### src/design/gdpg_pkg.sv
// Shared types, widths and constants of the Gaussian pixel generator.
// Also holds the elaboration-time builder for the 2^-x fraction table.
// No dependencies.
package gdpg_pkg;

  // Field widths of the pixel coordinate and the configuration registers.
  localparam int COORD_W     = 12;
  localparam int CENTRE_W    = 21;
  localparam int CENTRE_FRAC = 8;
  localparam int INV_W       = 24;
  localparam int PIX_W       = 32;
  localparam int DIM_W       = 13;
  localparam int CFG_IDX_W   = 3;
  localparam int CFG_DATA_W  = 32;

  // Largest frame dimension for which the end-of-row and end-of-frame flags fire.
  localparam int MAX_DIM = 4096;

  // Default number of entries in the exponent fraction table.
  localparam int EXP_TABLE_SIZE_DEF = 256;

  // Internal widths.
  localparam int DIFF_W = COORD_W + CENTRE_FRAC + 3;  // signed coordinate minus centre
  localparam int ABS_W  = DIFF_W - 1;                 // its magnitude
  localparam int Z_W    = 21;                         // normalised distance, clipped to 16.0
  localparam int T_W    = 25;                         // half the squared radius, Q.16
  localparam int K_W    = 10;                         // integer part of the base-2 exponent
  localparam int EXP_W  = 17;                         // table entries and shifted factor
  localparam int PROD_W = PIX_W + EXP_W;              // height times factor

  localparam logic [Z_W-1:0]  Z_CLIP      = Z_W'(21'h100000);
  localparam logic [16:0]     LOG2E_Q16   = 17'd94548;
  localparam logic [29:0]     INV_2PI_Q32 = 30'd683565276;
  localparam logic [63:0]     LN2_Q32     = 64'd2977044472;

  localparam logic signed [PIX_W-1:0] PIX_MAX = 32'sh7FFF_FFFF;
  localparam logic signed [PIX_W-1:0] PIX_MIN = 32'sh8000_0000;

  // Configuration register indexes.
  localparam logic [CFG_IDX_W-1:0] REG_CENTER_ROW    = 3'd0;
  localparam logic [CFG_IDX_W-1:0] REG_CENTER_COL    = 3'd1;
  localparam logic [CFG_IDX_W-1:0] REG_INV_SIGMA_ROW = 3'd2;
  localparam logic [CFG_IDX_W-1:0] REG_INV_SIGMA_COL = 3'd3;
  localparam logic [CFG_IDX_W-1:0] REG_PEAK_HEIGHT   = 3'd4;
  localparam logic [CFG_IDX_W-1:0] REG_BACKGROUND    = 3'd5;
  localparam logic [CFG_IDX_W-1:0] REG_NUM_COLS      = 3'd6;
  localparam logic [CFG_IDX_W-1:0] REG_NUM_ROWS      = 3'd7;

  typedef struct packed {
    logic [COORD_W-1:0] row;
    logic [COORD_W-1:0] col;
  } pix_in_t;

  typedef struct packed {
    logic signed [PIX_W-1:0] pixel_value;
    logic                    saturated;
    logic                    last_in_row;
    logic                    last_in_frame;
  } pix_out_t;

  typedef struct packed {
    logic last_in_row;
    logic last_in_frame;
  } edge_flags_t;

  // round(2^16 * 2^-x) for x = xq / 2^32, by a truncated series of exp(-x*ln2).
  // Only ever called with constant arguments.
  function automatic logic [EXP_W-1:0] exp_entry(input logic [63:0] xq);
    logic [63:0] a;
    logic [63:0] term;
    logic [63:0] sum;
    a    = (xq * LN2_Q32) >> 32;
    term = 64'd1 << 32;
    sum  = term;
    for (int n = 1; n <= 24; n++) begin
      term = ((term * a) >> 32) / 64'(n);
      if ((n % 2) == 1) begin
        sum = sum - term;
      end else begin
        sum = sum + term;
      end
    end
    return EXP_W'((sum + 64'd32768) >> 16);
  endfunction

endpackage

### src/design/gdpg_height.sv
// Peak height: the register value, or 1/(2*pi*sigma_y*sigma_x) when it is zero.
// Three register stages fed from configuration only. Depends on gdpg_pkg.
module gdpg_height import gdpg_pkg::*; (
  input  logic                    clk_i,
  input  logic [INV_W-1:0]        inv_row_i,
  input  logic [INV_W-1:0]        inv_col_i,
  input  logic signed [PIX_W-1:0] peak_i,
  output logic signed [PIX_W-1:0] height_o
);

  logic [2*INV_W-1:0]      p_q;
  logic [61:0]             hi_q;
  logic [45:0]             lo_w;
  logic [29:0]             lo_q;
  logic [62:0]             norm_sum;
  logic signed [PIX_W-1:0] height_d, height_q;

  assign lo_w     = p_q[15:0] * INV_2PI_Q32;
  assign norm_sum = {1'b0, hi_q} + 63'(lo_q);
  assign height_d = (peak_i != '0) ? peak_i : $signed({1'b0, norm_sum[62:32]});

  always_ff @(posedge clk_i) begin
    p_q      <= inv_row_i * inv_col_i;
    hi_q     <= p_q[2*INV_W-1:16] * INV_2PI_Q32;
    lo_q     <= lo_w[45:16];
    height_q <= height_d;
  end

  assign height_o = height_q;

endmodule

### config.mk
export PLATFORM = sky130hd
export DESIGN_NAME = gdpg_height
export DESIGN_NICKNAME = d
export VERILOG_FILES = /design/src/design/gdpg_pkg.sv /design/src/design/gdpg_height.sv
export SDC_FILE = /design/constraint.sdc
export NUM_CORES = 2
export LEC_CHECK = 0
export ABC_AREA = 1
export BUFFER_PORTS_ARGS = -buffer_cell sky130_fd_sc_hd__buf_2
export CAP_MARGIN = 5
export CORE_ASPECT_RATIO = 1.5
export CORE_MARGIN = 4
export CORE_UTILIZATION = 25
export DETAILED_ROUTE_END_ITERATION = 10
export PLACE_DENSITY_LB_ADDON = 0.08
export SYNTH_ARGS = -nofsm -noshare
export SYNTH_HDL_FRONTEND = slang
export SYNTH_SLANG_ARGS = --single-unit
export TNS_END_PERCENT = 5
### constraint.sdc
create_clock -name clk_i -period 8.94 [get_ports clk_i]
set_clock_uncertainty 0.1 [all_clocks]
set_input_delay 1.788 -clock clk_i [delete_from_list [all_inputs] [get_ports clk_i]]
set_output_delay 1.788 -clock clk_i [all_outputs]
set_load 0.1 [all_outputs]
==> out/qor.txt <==
CORE AREA - 206000 sq um
Tot GR Track Use - 18.1%
DR vias/cell - 4.27
Hold Buf Count CTS - 0
Fillers - 22800
worst hold path class - register to register
IO Port Bufs - 112
height of the die - 565 microns
post-synth cell types - 46
ANT cells - 0
largest net degree at the start of global routing - 32
drt pass-1 iters - 5
part of the cycle the worst path needs - 90.5%
Worst Path Required - 9.26 ns
FMAX - 0.124 GHz
post-CTS setup buffers - 0
vias in the first global route - 45600
Ys Warns - 0
syn nets - 8411
critical setup path kind - input port to register
fin. max-slew vios - 0
Syn Inst Count - 6630
Post-Syn Area per Cell - 7.80 sq um
global-route wire length before repair - 287000 microns
Final min period - 8.09 ns
CP Data Arrival Time - 8.41 ns
WL/cell - 20.3 microns
Reg clk slew, reported paths - 0.08 ns
CTS Buf Count - 17
H-tree levels - 4
post_cts resized - 0
post-DP HPWL - 169000 microns
Row Count - 204
via count - 40100
register bit total from synthesis - 168
Starting Density - 25.1%
Skew-Pair Late Insertion Delay - 0.52 ns
initial antenna violation count - 1
total gr overflow - 0
RSZ-0062 raised after global routing - no
nets - 8469
GPL Wtd Cong - 0.930
setup_tns - 0 ns
kind of end point of the critical path - register
top-count cell post-synth - inv_1
clock root cell - clkbuf_16
DRC - 0
Ports - 113
Die W - 379 microns
top cells by area, synth - fa_1 38%, ha_1 17%, inv_1 15%
status - complete, no violations
sequential fraction of the synthesis area - 6.50%
fraction of layout cells with a size suffix above 1 - 3.33%
Routed WL - 190000 microns
Synth Cell Area - 51700 sq um
Total Die Area - 214000 sq um
Final Hold Vio Count - 0
Setup violations, final - 0
top cell type's share of synthesized area - 38.2%
Primary FF master, synth - dfxtp_1
Slew @ Worst Pin - 0.936 ns
most frequent cells after synthesis - 2027 x inv_1, 1452 x nand2_1, 987 x fa_1
Async S/R FF share, synth - 0%
slew margin rel. - 37.5%
CTS tree - built
Routed Antenna Nets - 0
clk buf depth - 2
1st-iter DRT viols - 1463
Sink Count - 168
Worst Path Max Fanout - 13
post-synth top area cell - fa_1
Max-Cap Viols - 0
Syn-to-layout area delta - 8.36%
startpoint types - input port
number of synthesized flops with an enable pin - 0
## final cells by class
type | count | area, sq um | area share [%]
clock buffer | 21 | 470 | 0.840
clock inverter | 9 | 114 | 0.203
inverter | 2030 | 7620 | 13.6
multi-input combinational | 4332 | 40400 | 72.0
sequential | 168 | 3360 | 6.00
tap | 2678 | 3350 | 5.98
timing repair buffer | 139 | 763 | 1.36
## worst paths after layout
kind / endpoint / slack [ns] / from / cells after the start
max: p_q[37]$_DFF_P_ / 0.85 / inv_row_i[10] / 24
min: height_o[27]$_DFF_P_ / 0.43 / hi_q[59]$_DFF_P_ / 3
max reg2reg: hi_q[57]$_DFF_P_ / 2.20 / p_q[30]$_DFF_P_ / 18
min reg2reg: height_o[27]$_DFF_P_ / 0.43 / hi_q[59]$_DFF_P_ / 3
## stage by stage
stage	util, %	instance area [sq um]	worst slack (ns)	hold slack (ns)	cells
floorplan	-	51700	1.71	0.368	6630
global placement	27.0	55500	0.222	0.422	9347
detailed placement	27.0	55500	0.245	0.435	9347
CTS	27.2	56000	0.819	0.453	9377
global route	27.2	56000	0.693	0.492	9377
finish	27.2	56000	0.852	0.434	9377
## state kept, by name, summed over array words and instances (netlist names)
signal / count
p_q: 48
hi_q: 60
height_o: 32
lo_q: 28
## cells by family after synthesis
family | after synthesis | synth area share, %
AOI/OAI and AO/OA | 396 | 4.19
and+or+nand+nor | 2154 | 17.0
adders and majority gates | 1700 | 55.5
buffers and inverters | 2130 | 15.5
xor gates and xnor gates | 82 | 1.39
DFF | 168 | 6.50
## cells in the final DEF (no fill, tap or decap), types with 3 or more instances in the layout
cell type,instances
buf_2,112
o21ai_2,3
o21a_1,9
xnor2_1,19
clkbuf_8,3
nand2_1,1452
a21oi_1,209
nor2_2,12
nand3_2,6
nor3_2,7
a21o_1,12
o21bai_1,25
nor4_1,9
xor2_1,63
a21oi_2,4
inv_6,4
inv_1,2027
nand4_1,49
nor2_4,3
inv_2,3
nand3b_1,11
clkbuf_16,17
o21ai_1,6
nor2_1,342
nor3_1,43
a31oi_1,5
o21ai_0,111
fa_1,987
dfxtp_1,168
nand3_1,198
ha_1,713
nand2_2,9
buf_4,27
a21boi_0,6
## worst max-delay path, cell delays in order
cell and delay [ns]:
buf_2 0.39, buf_4 0.32, nand2_1 0.11, fa_1 0.55, fa_1 0.59, inv_1 0.10, fa_1 0.51, inv_1 0.05
fa_1 0.54, inv_1 0.05, fa_1 0.40, fa_1 0.52, inv_1 0.05, fa_1 0.47, inv_1 0.04, ha_1 0.34
a21oi_1 0.25, o21ai_0 0.22, a21oi_1 0.44, nand2_1 0.28, nand2_1 0.17, nand3_1 0.09, nand2_1 0.07, nand2_1 0.04
## layer usage
metal / vias up / wire length (microns) / global-route usage [%]
met1: 19700 / 73100 / 19.6
met4: 0 / 7300 / 6.21
li1: 19500 / - / -
met5: - / 0 / 0
met2: 595 / 107000 / 36.6
met3: 224 / 2780 / 0.914
Power is not shown: default switching activity piles up to over one toggle a cycle in this logic, so the estimate is an artifact.
