===== src/design/gdpg_pkg.sv =====
// Shared types, widths and constants of the Gaussian pixel generator.
// Also holds the elaboration-time builder for the 2^-x fraction table.
// No dependencies.
package gdpg_pkg;

  // Field widths of the pixel coordinate and the configuration registers.
  localparam int COORD_W     = 12;
  localparam int CENTRE_W    = 21;
  localparam int CENTRE_FRAC = 8;
  localparam int INV_W       = 24;
  localparam int PIX_W       = 32;
  localparam int DIM_W       = 13;
  localparam int CFG_IDX_W   = 3;
  localparam int CFG_DATA_W  = 32;

  // Largest frame dimension for which the end-of-row and end-of-frame flags fire.
  localparam int MAX_DIM = 4096;

  // Default number of entries in the exponent fraction table.
  localparam int EXP_TABLE_SIZE_DEF = 256;

  // Internal widths.
  localparam int DIFF_W = COORD_W + CENTRE_FRAC + 3;  // signed coordinate minus centre
  localparam int ABS_W  = DIFF_W - 1;                 // its magnitude
  localparam int Z_W    = 21;                         // normalised distance, clipped to 16.0
  localparam int T_W    = 25;                         // half the squared radius, Q.16
  localparam int K_W    = 10;                         // integer part of the base-2 exponent
  localparam int EXP_W  = 17;                         // table entries and shifted factor
  localparam int PROD_W = PIX_W + EXP_W;              // height times factor

  localparam logic [Z_W-1:0]  Z_CLIP      = Z_W'(21'h100000);
  localparam logic [16:0]     LOG2E_Q16   = 17'd94548;
  localparam logic [29:0]     INV_2PI_Q32 = 30'd683565276;
  localparam logic [63:0]     LN2_Q32     = 64'd2977044472;

  localparam logic signed [PIX_W-1:0] PIX_MAX = 32'sh7FFF_FFFF;
  localparam logic signed [PIX_W-1:0] PIX_MIN = 32'sh8000_0000;

  // Configuration register indexes.
  localparam logic [CFG_IDX_W-1:0] REG_CENTER_ROW    = 3'd0;
  localparam logic [CFG_IDX_W-1:0] REG_CENTER_COL    = 3'd1;
  localparam logic [CFG_IDX_W-1:0] REG_INV_SIGMA_ROW = 3'd2;
  localparam logic [CFG_IDX_W-1:0] REG_INV_SIGMA_COL = 3'd3;
  localparam logic [CFG_IDX_W-1:0] REG_PEAK_HEIGHT   = 3'd4;
  localparam logic [CFG_IDX_W-1:0] REG_BACKGROUND    = 3'd5;
  localparam logic [CFG_IDX_W-1:0] REG_NUM_COLS      = 3'd6;
  localparam logic [CFG_IDX_W-1:0] REG_NUM_ROWS      = 3'd7;

  typedef struct packed {
    logic [COORD_W-1:0] row;
    logic [COORD_W-1:0] col;
  } pix_in_t;

  typedef struct packed {
    logic signed [PIX_W-1:0] pixel_value;
    logic                    saturated;
    logic                    last_in_row;
    logic                    last_in_frame;
  } pix_out_t;

  typedef struct packed {
    logic last_in_row;
    logic last_in_frame;
  } edge_flags_t;

  // round(2^16 * 2^-x) for x = xq / 2^32, by a truncated series of exp(-x*ln2).
  // Only ever called with constant arguments.
  function automatic logic [EXP_W-1:0] exp_entry(input logic [63:0] xq);
    logic [63:0] a;
    logic [63:0] term;
    logic [63:0] sum;
    a    = (xq * LN2_Q32) >> 32;
    term = 64'd1 << 32;
    sum  = term;
    for (int n = 1; n <= 24; n++) begin
      term = ((term * a) >> 32) / 64'(n);
      if ((n % 2) == 1) begin
        sum = sum - term;
      end else begin
        sum = sum + term;
      end
    end
    return EXP_W'((sum + 64'd32768) >> 16);
  endfunction

endpackage


===== src/design/gdpg_axis.sv =====
// Distance along one axis: |coordinate - centre| scaled by 1/sigma, clipped.
// Two register stages. Depends on gdpg_pkg.
module gdpg_axis import gdpg_pkg::*; (
  input  logic                       clk_i,
  input  logic [COORD_W-1:0]         coord_i,
  input  logic signed [CENTRE_W-1:0] centre_i,
  input  logic [INV_W-1:0]           inv_i,
  output logic [Z_W-1:0]             z_o
);

  logic signed [DIFF_W-1:0]      diff;
  logic [ABS_W-1:0]              abs_d, abs_q;
  logic [ABS_W+INV_W-1:0]        scaled;
  logic [ABS_W+INV_W-9:0]        z_full;
  logic [Z_W-1:0]                z_d, z_q;

  assign diff  = $signed({3'b000, coord_i, {CENTRE_FRAC{1'b0}}}) - DIFF_W'(centre_i);
  assign abs_d = diff[DIFF_W-1] ? ABS_W'(-diff) : ABS_W'(diff);

  assign scaled = abs_q * inv_i;
  assign z_full = scaled[ABS_W+INV_W-1:8];
  // Beyond 16.0 the exponential is already zero, so the distance saturates there.
  assign z_d    = (z_full > (ABS_W+INV_W-8)'(Z_CLIP)) ? Z_CLIP : z_full[Z_W-1:0];

  always_ff @(posedge clk_i) begin
    abs_q <= abs_d;
    z_q   <= z_d;
  end

  assign z_o = z_q;

endmodule


===== config.mk =====
export PLATFORM = sky130hd
export DESIGN_NAME = gdpg_axis
export DESIGN_NICKNAME = d
export VERILOG_FILES = /design/src/design/gdpg_pkg.sv /design/src/design/gdpg_axis.sv
export SDC_FILE = /design/constraint.sdc
export NUM_CORES = 1
export LEC_CHECK = 0
export BUFFER_PORTS_ARGS = -buffer_cell sky130_fd_sc_hd__buf_2
export CAP_MARGIN = 20
export CORE_AREA = 3 3 204 166
export CTS_BUF_LIST = sky130_fd_sc_hd__clkbuf_8
export DETAILED_ROUTE_END_ITERATION = 8
export DIE_AREA = 0 0 207 169
export GPL_TIMING_DRIVEN = 0
export PLACE_DENSITY_LB_ADDON = 0.15
export SYNTH_ARGS = -nofsm -noshare
export SYNTH_HDL_FRONTEND = slang
export SYNTH_SLANG_ARGS = --single-unit

===== constraint.sdc =====
create_clock -name clk_i -period 13.85 [get_ports clk_i]
set_input_delay 2.0775 -clock clk_i [delete_from_list [all_inputs] [get_ports clk_i]]
set_output_delay 2.0775 -clock clk_i [all_outputs]
set_load 0.01 [all_outputs]

==> impl_metrics.ini, run 1 <==
[outcome]
outcome = finished clean

[clock_tree]
cts_resized = 0
cts_buffer_depth = 2
cts_max_level = 2
ctsHoldBuffers = 0
numClockSinks = 43
clk_pin_slew_ps = 100
cts_buffers = 5
clk_latency_ps = 340
cts_setup_buffers = 0
cts_root_buffer = clkbuf_8
cts_tree = built

[die]
die_h_um = 169
core_area_um2 = 32200
fp.dieW_um = 207
die_area_um2 = 35000
start_util_pct = 61.3
rows = 59
io_pins = 79

[sta]
skew_ps = 14.1
period_minus_slack_ps = 9920
min_period_over_period_pct = 71.7
rsz0062_at_grt = false
hold_viol = 0
drv_slew = 0
worst_pin_slew_ps = 944
setup_violations = 0
tns_ps = 0
max-slew-margin-rel_pct = 37.1
hold_slack_ps = 1270
max_freq_mhz = 101

[synth]
async_flop_share_pct = 0
synth_top_cell_by_area = fa_1
synth_ff_type = dfxtp_1
syn_nets = 2931
synth-seq-cells = 43
synthTopCellsByArea = fa_1 (44%), ha_1 (11%), inv_1 (8.7%)
ys_warn_count = 0
synth_top_cell_area_share_pct = 44.2
synth_area_um2 = 19700
synth_cells = 2266
synth-edff-count = 0
syn_avg_cell_area_um2 = 8.71
yosysSeqAreaShare_pct = 4.36
synth_cell_types = 78

[setup_path]
path_class = in -> reg
worstSetupEndpointType = flip-flop
cpLargestDelayFamily = adder cells
arrival_ps = 10200
rr_worst_depth = 27
cp_slowest_stage_delay_ps = 730
critPathLaunchType = primary input
crit_required_ps = 14120
critPathSlowestCell = clkbuf_1
path_depth = 28
crit_top_cell = fa_1
crit_path_max_fanout = 10
worstPathBufferInverterCount = 10

[detailed_routing]
drc = 0
vias = 16200
antenna_left = 0
postRouteWirelength_um = 59100
drtPass1Iterations = 8
avgRoutedWirePerCell_um = 21.2
drtIter0Drc = 1325
routed_via_density = 5.83

[global_routing]
grt_max_degree = 14
grt_usage_pct = 34.1
antenna_found_initial = 6
grt.overflow.total = 0
grt_pass1_vias = 16900
grt_pass1_wl_um = 92500

[final_layout]
finalInstanceArea_um2 = 20800
num-fill-cells = 2842
area_growth_pct = 5.33
drive_gt1_share_pct = 5.62
fin_nets = 3013
final_cells = 2780

[placed_design]
placed_area_um2 = 20700
dp.cells = 2768
place_congestion = 1.06
dp_hpwl_um = 51400
io_buffers = 75

[flow_run]
drv_cap = 0

[worst_hold_path]
hold_path_depth = 5
hp-class = reg -> reg
[synthesized netlist by cell type, drive strengths merged, types with 12 or more instances]
master,count
xor2,30
a21o,14
ha,171
o21ai,44
xnor2,34
nand2,365
a21oi,72
fa,436
buf,21
dfxtp,43
nand4,16
nor3,34
and2,227
nor2,50
o21a,14
clkbuf,97
inv,458
nand3,12
[tightest hold or removal path, cell delays in order, from the launching register on]
cell and delay [ps]:
dfxtp_1 420, nand4_1 200, o21ba_2 180, o21a_1 190, a21o_1 180, nor3_2 50
[metrics by stage]
step	util, %	setup slack (ps)
6_report	64.6	3930
4_1_cts	64.6	3990
3_3_place_gp	64.2	3690
2_1_floorplan	-	4930
3_5_place_dp	64.2	3640
5_1_grt	64.6	3470
[logic make-up (layout without fill, tap and decap cells)]
kind of cell / count (synthesis) / after routing / share of synthesized area, %
buffers and inverters: 576 / 659 / 11.1
AND/OR/NAND/NOR: 751 / 751 / 18.8
adder cells (fa/ha/maj): 607 / 607 / 55.0
XOR/XNOR: 65 / 65 / 2.95
AO/OA/AOI/OAI: 221 / 221 / 7.56
other: 1 / 5 / 0.0190
multiplexers: 2 / 2 / 0.101
flip-flops: 43 / 43 / 4.36
[layout by cell type (no fill, tap or decap), types with 5 or more instances in the layout]
cell,synthesis,final
inv_1,458,459
fa_1,436,436
nand2_1,365,365
and2_1,227,227
ha_1,171,171
clkbuf_1,97,97
buf_2,13,88
a21oi_1,69,69
nor2_1,50,50
dfxtp_1,43,43
o21ai_0,39,39
xnor2_1,34,34
xor2_1,30,30
nor3_1,26,26
nand4_1,16,16
o21a_1,14,14
a21o_1,14,14
nand3_1,11,11
o211ai_1,10,10
nor3_2,8,8
or3_1,7,7
nor3b_1,7,7
a31oi_1,7,7
nor4_1,7,7
o31ai_1,7,7
buf_1,6,6
nor2b_1,5,5
a31o_2,5,5
clkbuf_8,0,5
[final timing paths]
path | startpoint | to | slack (ps)
max | inv_i[5] | z_o[16] | 3930
min | abs_q[0] | z_o[1] | 1270
max reg2reg | abs_q[8] | z_o[16] | 5050
min reg2reg | abs_q[0] | z_o[1] | 1270
[layer usage]
layer | part of all wire (%) | track usage [%] | vias to the layer above | wire length (um)
met5 | 0.044 | 0.414 | - | 26
li1 | - | - | 7053 | -
met4 | 4.1 | 12.3 | 4 | 2430
met2 | 46 | 54.7 | 771 | 27100
met1 | 39 | 44.5 | 8206 | 23000
met3 | 11 | 10.1 | 172 | 6530
[state kept, by name, indices dropped and copies added (netlist names)]
| name | count |
|---|---|
| abs_q | 22 |
| z_o | 21 |
[cell type report]
type / count / area [um2] / share of cell area [%]
multi-input combinational: 1647 / 16700 / 80.3
inverter: 458 / 1720 / 8.27
sequential: 43 / 861 / 4.14
tap: 427 / 534 / 2.57
buffer: 118 / 474 / 2.28
timing repair buffer: 75 / 375 / 1.81
clock buffer: 5 / 68.8 / 0.331
clock inverter: 3 / 63.8 / 0.307
antenna: 4 / 10.0 / 0.0481
Power of run 1 is left out: the tool's default activity adds up to more than one toggle a clock period on the data nets, which glitch-free logic cannot reach.
==> run 2: changes to the inputs <==
- ABC_AREA: default -> 1
- CORE_AREA: 3 3 204 166 -> 3 3 213 174
- DIE_AREA: 0 0 207 169 -> 0 0 216 177
- clock period: 13.85 -> 9.1 ns (I/O delays scaled with it)
==> impl_metrics.ini, run 2 <==
[synth]
synth_cells = 2933
synth_top_cell_area_share_pct = 41.6
synthTopCellsByArea = fa_1 (42%), nand2_1 (17%), inv_1 (15%)
synth-compound-area-share_pct = 2.16
synth_xor_area_share_pct = 1.67
synth_cell_types = 32
synth_ff_type = dfxtp_1
yosys.area_share.adder_pct = 51.9
syn_nets = 3598
syn_avg_cell_area_um2 = 7.15
ys_warn_count = 0
yosys.area_share.simple_pct = 23.0
synth-seq-cells = 43
synthMuxAreaShare_pct = 0
synth_top_family_by_area = adder cells
yosysSeqAreaShare_pct = 4.11
synth_most_common_cell = nand2_1
synth_top_cell_by_area = fa_1
synth-edff-count = 0
synth_common_cells = nand2_1 (932), inv_1 (862), fa_1 (436), ha_1 (171), nor2_1 (121)
synth_area_um2 = 21000
async_flop_share_pct = 0

[worst_hold_path]
hp-class = reg -> reg

[final_layout]
diodes = 0
final_common_cell = nand2_1
num-fill-cells = 3301
final_cells = 3490
largest_reg_flops = 22
fin_nets = 3683
area_growth_pct = 5.10
drive_gt1_share_pct = 4.14
utilization_pct = 63.3
final_cell_mix = nand2_1 (932), inv_1 (862), fa_1 (436)
largest-register = abs_q

[sta]
tns_ps = 0
skew_ps = 6.12
rsz0062_at_grt = false
hold_viol = 0
period_minus_slack_ps = 8740
hold_slack_ps = 1070
worst_pin_slew_ps = 1170
setup_violations = 0
max_freq_mhz = 114
drv_slew = 0
min_period_over_period_pct = 96.1
max-slew-margin-rel_pct = 22.1

[clock_tree]
cts_buffer_depth = 2
cts_tree = built
cts_buffers = 5
clk_latency_ps = 330
cts_max_level = 2
clk_pin_slew_ps = 80
cts_setup_buffers = 0
cts_resized = 0
ctsHoldBuffers = 0
cts_root_buffer = clkbuf_8
numClockSinks = 43

[setup_path]
cpLargestDelayFamily = adder cells
critPathSlowestCell = clkbuf_1
crit_path_max_fanout = 10
arrival_ps = 9010
reg2reg_to = z_o[12]
worstSetupEndpointType = flip-flop
path_depth = 31
path_class = in -> reg
rr_worst_depth = 30
endpoint = z_o[12]
worstPathBufferInverterCount = 8
crit_required_ps = 9370
cp_slowest_stage_delay_ps = 760
crit_top_cell = fa_1
reg2reg_from = abs_q[6]
crit_start = inv_i[17]
critPathLaunchType = primary input
r2r_slack_ps = 960

[detailed_routing]
drtIter0Drc = 1630
antenna_left = 0
avgRoutedWirePerCell_um = 19.8
routed_via_density = 5.28
drc = 0
vias = 18400
postRouteWirelength_um = 69200
drtPass1Iterations = 5

[die]
io_pins = 79
core_area_um2 = 34800
fp.dieW_um = 216
die_area_um2 = 38200
die_h_um = 177
rows = 61
start_util_pct = 60.2

[placed_design]
place_congestion = 1.03
io_buffers = 78
dp.cells = 3483
dp_hpwl_um = 59600

[global_routing]
use_met1_pct = 52.1
antenna_found_initial = 0
grt_max_degree = 13
grt_pass1_wl_um = 109000
grt_usage_pct = 37.9
grt_busiest_layer = met2
grt.overflow.total = 0
met3_usage_pct = 12.8
grt_pass1_vias = 19100
grt_use_met2_pct = 57.8

[outcome]
outcome = finished clean

[flow_run]
drv_cap = 0
==> run 2: cell types whose count changed after synthesis, sizes merged, moves of 14 or more <==
cell and delta:
a21oi -23, and2 -226, buf -19, inv +404
nand2 +574, nand3 +58, nor2 +94, nor3 -22
o21a -14, o21ai -21, xnor2 -24
==> run 2: worst min-delay path: cells and delay by family, from the launching register on <==
family,cells,cell delay (ps)
flops,1,390
simple gates,6,640
==> run 2: area by class of cell <==
cell class / instances / area [um2] / area share, %
sequential: 43 / 861 / 3.91
buffer: 96 / 375 / 1.70
tap: 472 / 591 / 2.68
timing repair buffer: 78 / 390 / 1.77
inverter: 862 / 3240 / 14.7
multi-input combinational: 1932 / 16500 / 74.8
clock inverter: 1 / 5.00 / 0.0227
clock buffer: 6 / 82.6 / 0.375
==> run 2: cells by family after synthesis <==
logic type / Yosys count
other: 1
AND/OR/NAND/NOR: 1200
adder cells (fa/ha/maj): 607
AO/OA/AOI/OAI: 84
flip-flops: 43
XOR/XNOR: 40
buffers and inverters: 958
==> run 2: metrics by stage <==
step | setup slack (ps) | instance area [um2]
final | 357 | 22000
after global routing | 139 | 22000
after CTS | 592 | 22000
after detailed placement | 292 | 21900
after global placement | 256 | 21900
after floorplan | 1840 | 21000
==> run 2: worst min-delay path by stage <==
stage / from / endpoint / cells past startpoint
finish: abs_q[0] / z_o[12] / 6
detailed placement: abs_q[0] / z_o[12] / 6
CTS: abs_q[0] / z_o[12] / 6
floorplan: abs_q[1] / z_o[12] / 6
global route: abs_q[0] / z_o[12] / 6
global placement: abs_q[0] / z_o[12] / 6
==> run 2: layer usage <==
layer	up-vias	part of all wire, %
li1	8436	-
met2	1014	42
met4	0	3.5
met5	-	0
met3	151	13
met1	8839	41
Power of run 2 is left out for the same reason.
==> run 3: changes to the inputs <==
- CORE_AREA: 3 3 213 174 -> 3 3 223 181
- DIE_AREA: 0 0 216 177 -> 0 0 226 184
==> impl_metrics.ini, run 3 (synthesis gave the netlist of run 2 again) <==
[final_layout]
diodes = 0
largest_reg_flops = 22
num-fill-cells = 3736
area_growth_pct = 5.29
fin_nets = 3683
largest-register = abs_q
final_common_cell = nand2_1
utilization_pct = 57.8
final_cell_mix = nand2_1 (932), inv_1 (863), fa_1 (436)
drive_gt1_share_pct = 4.14

[sta]
worst_pin_slew_ps = 1040
min_period_over_period_pct = 92.0
tns_ps = 0
setup_violations = 0
max-slew-margin-rel_pct = 30.9
max_freq_mhz = 119
rsz0062_at_grt = false
period_minus_slack_ps = 8370
hold_viol = 0
skew_ps = 6.63
drv_slew = 0

[clock_tree]
cts_buffer_depth = 2
clk_latency_ps = 330
ctsHoldBuffers = 0
numClockSinks = 43
cts_root_buffer = clkbuf_8
cts_setup_buffers = 0
cts_buffers = 5
cts_resized = 0
cts_max_level = 2
cts_tree = built
clk_pin_slew_ps = 80

[placed_design]
io_buffers = 78
place_congestion = 0.996
dp_hpwl_um = 58700

[detailed_routing]
route.met2.wl_um = 28300
wl_met3_um = 8100
avgRoutedWirePerCell_um = 19.0
wirelength_met1_um = 28600
highest_layer = met4
routed_via_density = 5.22
drtPass1Iterations = 6
vias = 18300
antenna_left = 0
drc = 0
drtIter0Drc = 1704
postRouteWirelength_um = 66800

[worst_hold_path]
hp-class = reg -> reg

[setup_path]
worstSetupEndpointType = flip-flop
critPathSlowestCell = clkbuf_1
crit_path_max_fanout = 10
crit_top_cell = fa_1
crit_required_ps = 9370
critPathLaunchType = primary input
path_class = in -> reg
arrival_ps = 8640
cp_slowest_stage_delay_ps = 730
cpLargestDelayFamily = adder cells
worstPathBufferInverterCount = 6

[outcome]
outcome = finished clean

[die]
core_area_um2 = 38200
rows = 64
die_h_um = 184
start_util_pct = 54.9
fp.dieW_um = 226
die_area_um2 = 41600
io_pins = 79

[flow_run]
drv_cap = 0

[global_routing]
antenna_found_initial = 0
grt_usage_pct = 33.7
grt.overflow.total = 0
grt_pass1_vias = 19000
grt_pass1_wl_um = 106000
grt_max_degree = 13
[run 3: cell types whose count changed in the layout (fill, tap and decap cells not counted)]
| cell | before | now |
|---|---|---|
| inv_1 | 862 | 863 |
| clkbuf_8 | 6 | 7 |
| clkinv_2 | 1 | 0 |
[run 3: worst min-delay path: cells and delay by family, from the launching register on]
| family | cells | cell delay, ps |
|---|---|---|
| flip-flops | 1 | 390 |
| XOR/XNOR | 1 | 180 |
| buffers and inverters | 1 | 70 |
| AND/OR/NAND/NOR | 5 | 400 |
[run 3: layout make-up]
cell class,instances,area [um2],area share [%]
multi-input combinational,1932,16500,74.7
inverter,862,3240,14.7
sequential,43,861,3.90
tap,495,619,2.81
timing repair buffer,78,390,1.77
buffer,96,375,1.70
clock buffer,7,96.3,0.437
clock inverter,1,3.75,0.0170
[run 3: worst paths after layout]
kind	from	to	slack, ps	cells past startpoint
max	inv_i[12]	z_o[7]	730	29
min	abs_q[0]	z_o[0]	1080	7
max reg2reg	abs_q[14]	z_o[7]	1180	30
min reg2reg	abs_q[0]	z_o[0]	1080	7
[run 3: through the flow]
stage / instance area (um2) / hold WS, ps / std cells / setup WS (ps)
floorplan: 21000 / 820 / 2933 / 1840
global placement: 22000 / 1050 / 3506 / 468
detailed placement: 22000 / 1030 / 3506 / 461
CTS: 22100 / 1060 / 3514 / 751
global route: 22100 / 1130 / 3514 / 283
finish: 22100 / 1080 / 3514 / 730
[run 3: metal layers]
layer	global-route usage (%)	vias up
met3	9.61	121
met2	51.2	889
met5	0	-
met4	8.33	0
met1	47.9	8888
li1	-	8446
Power of run 3 is left out for the same reason.
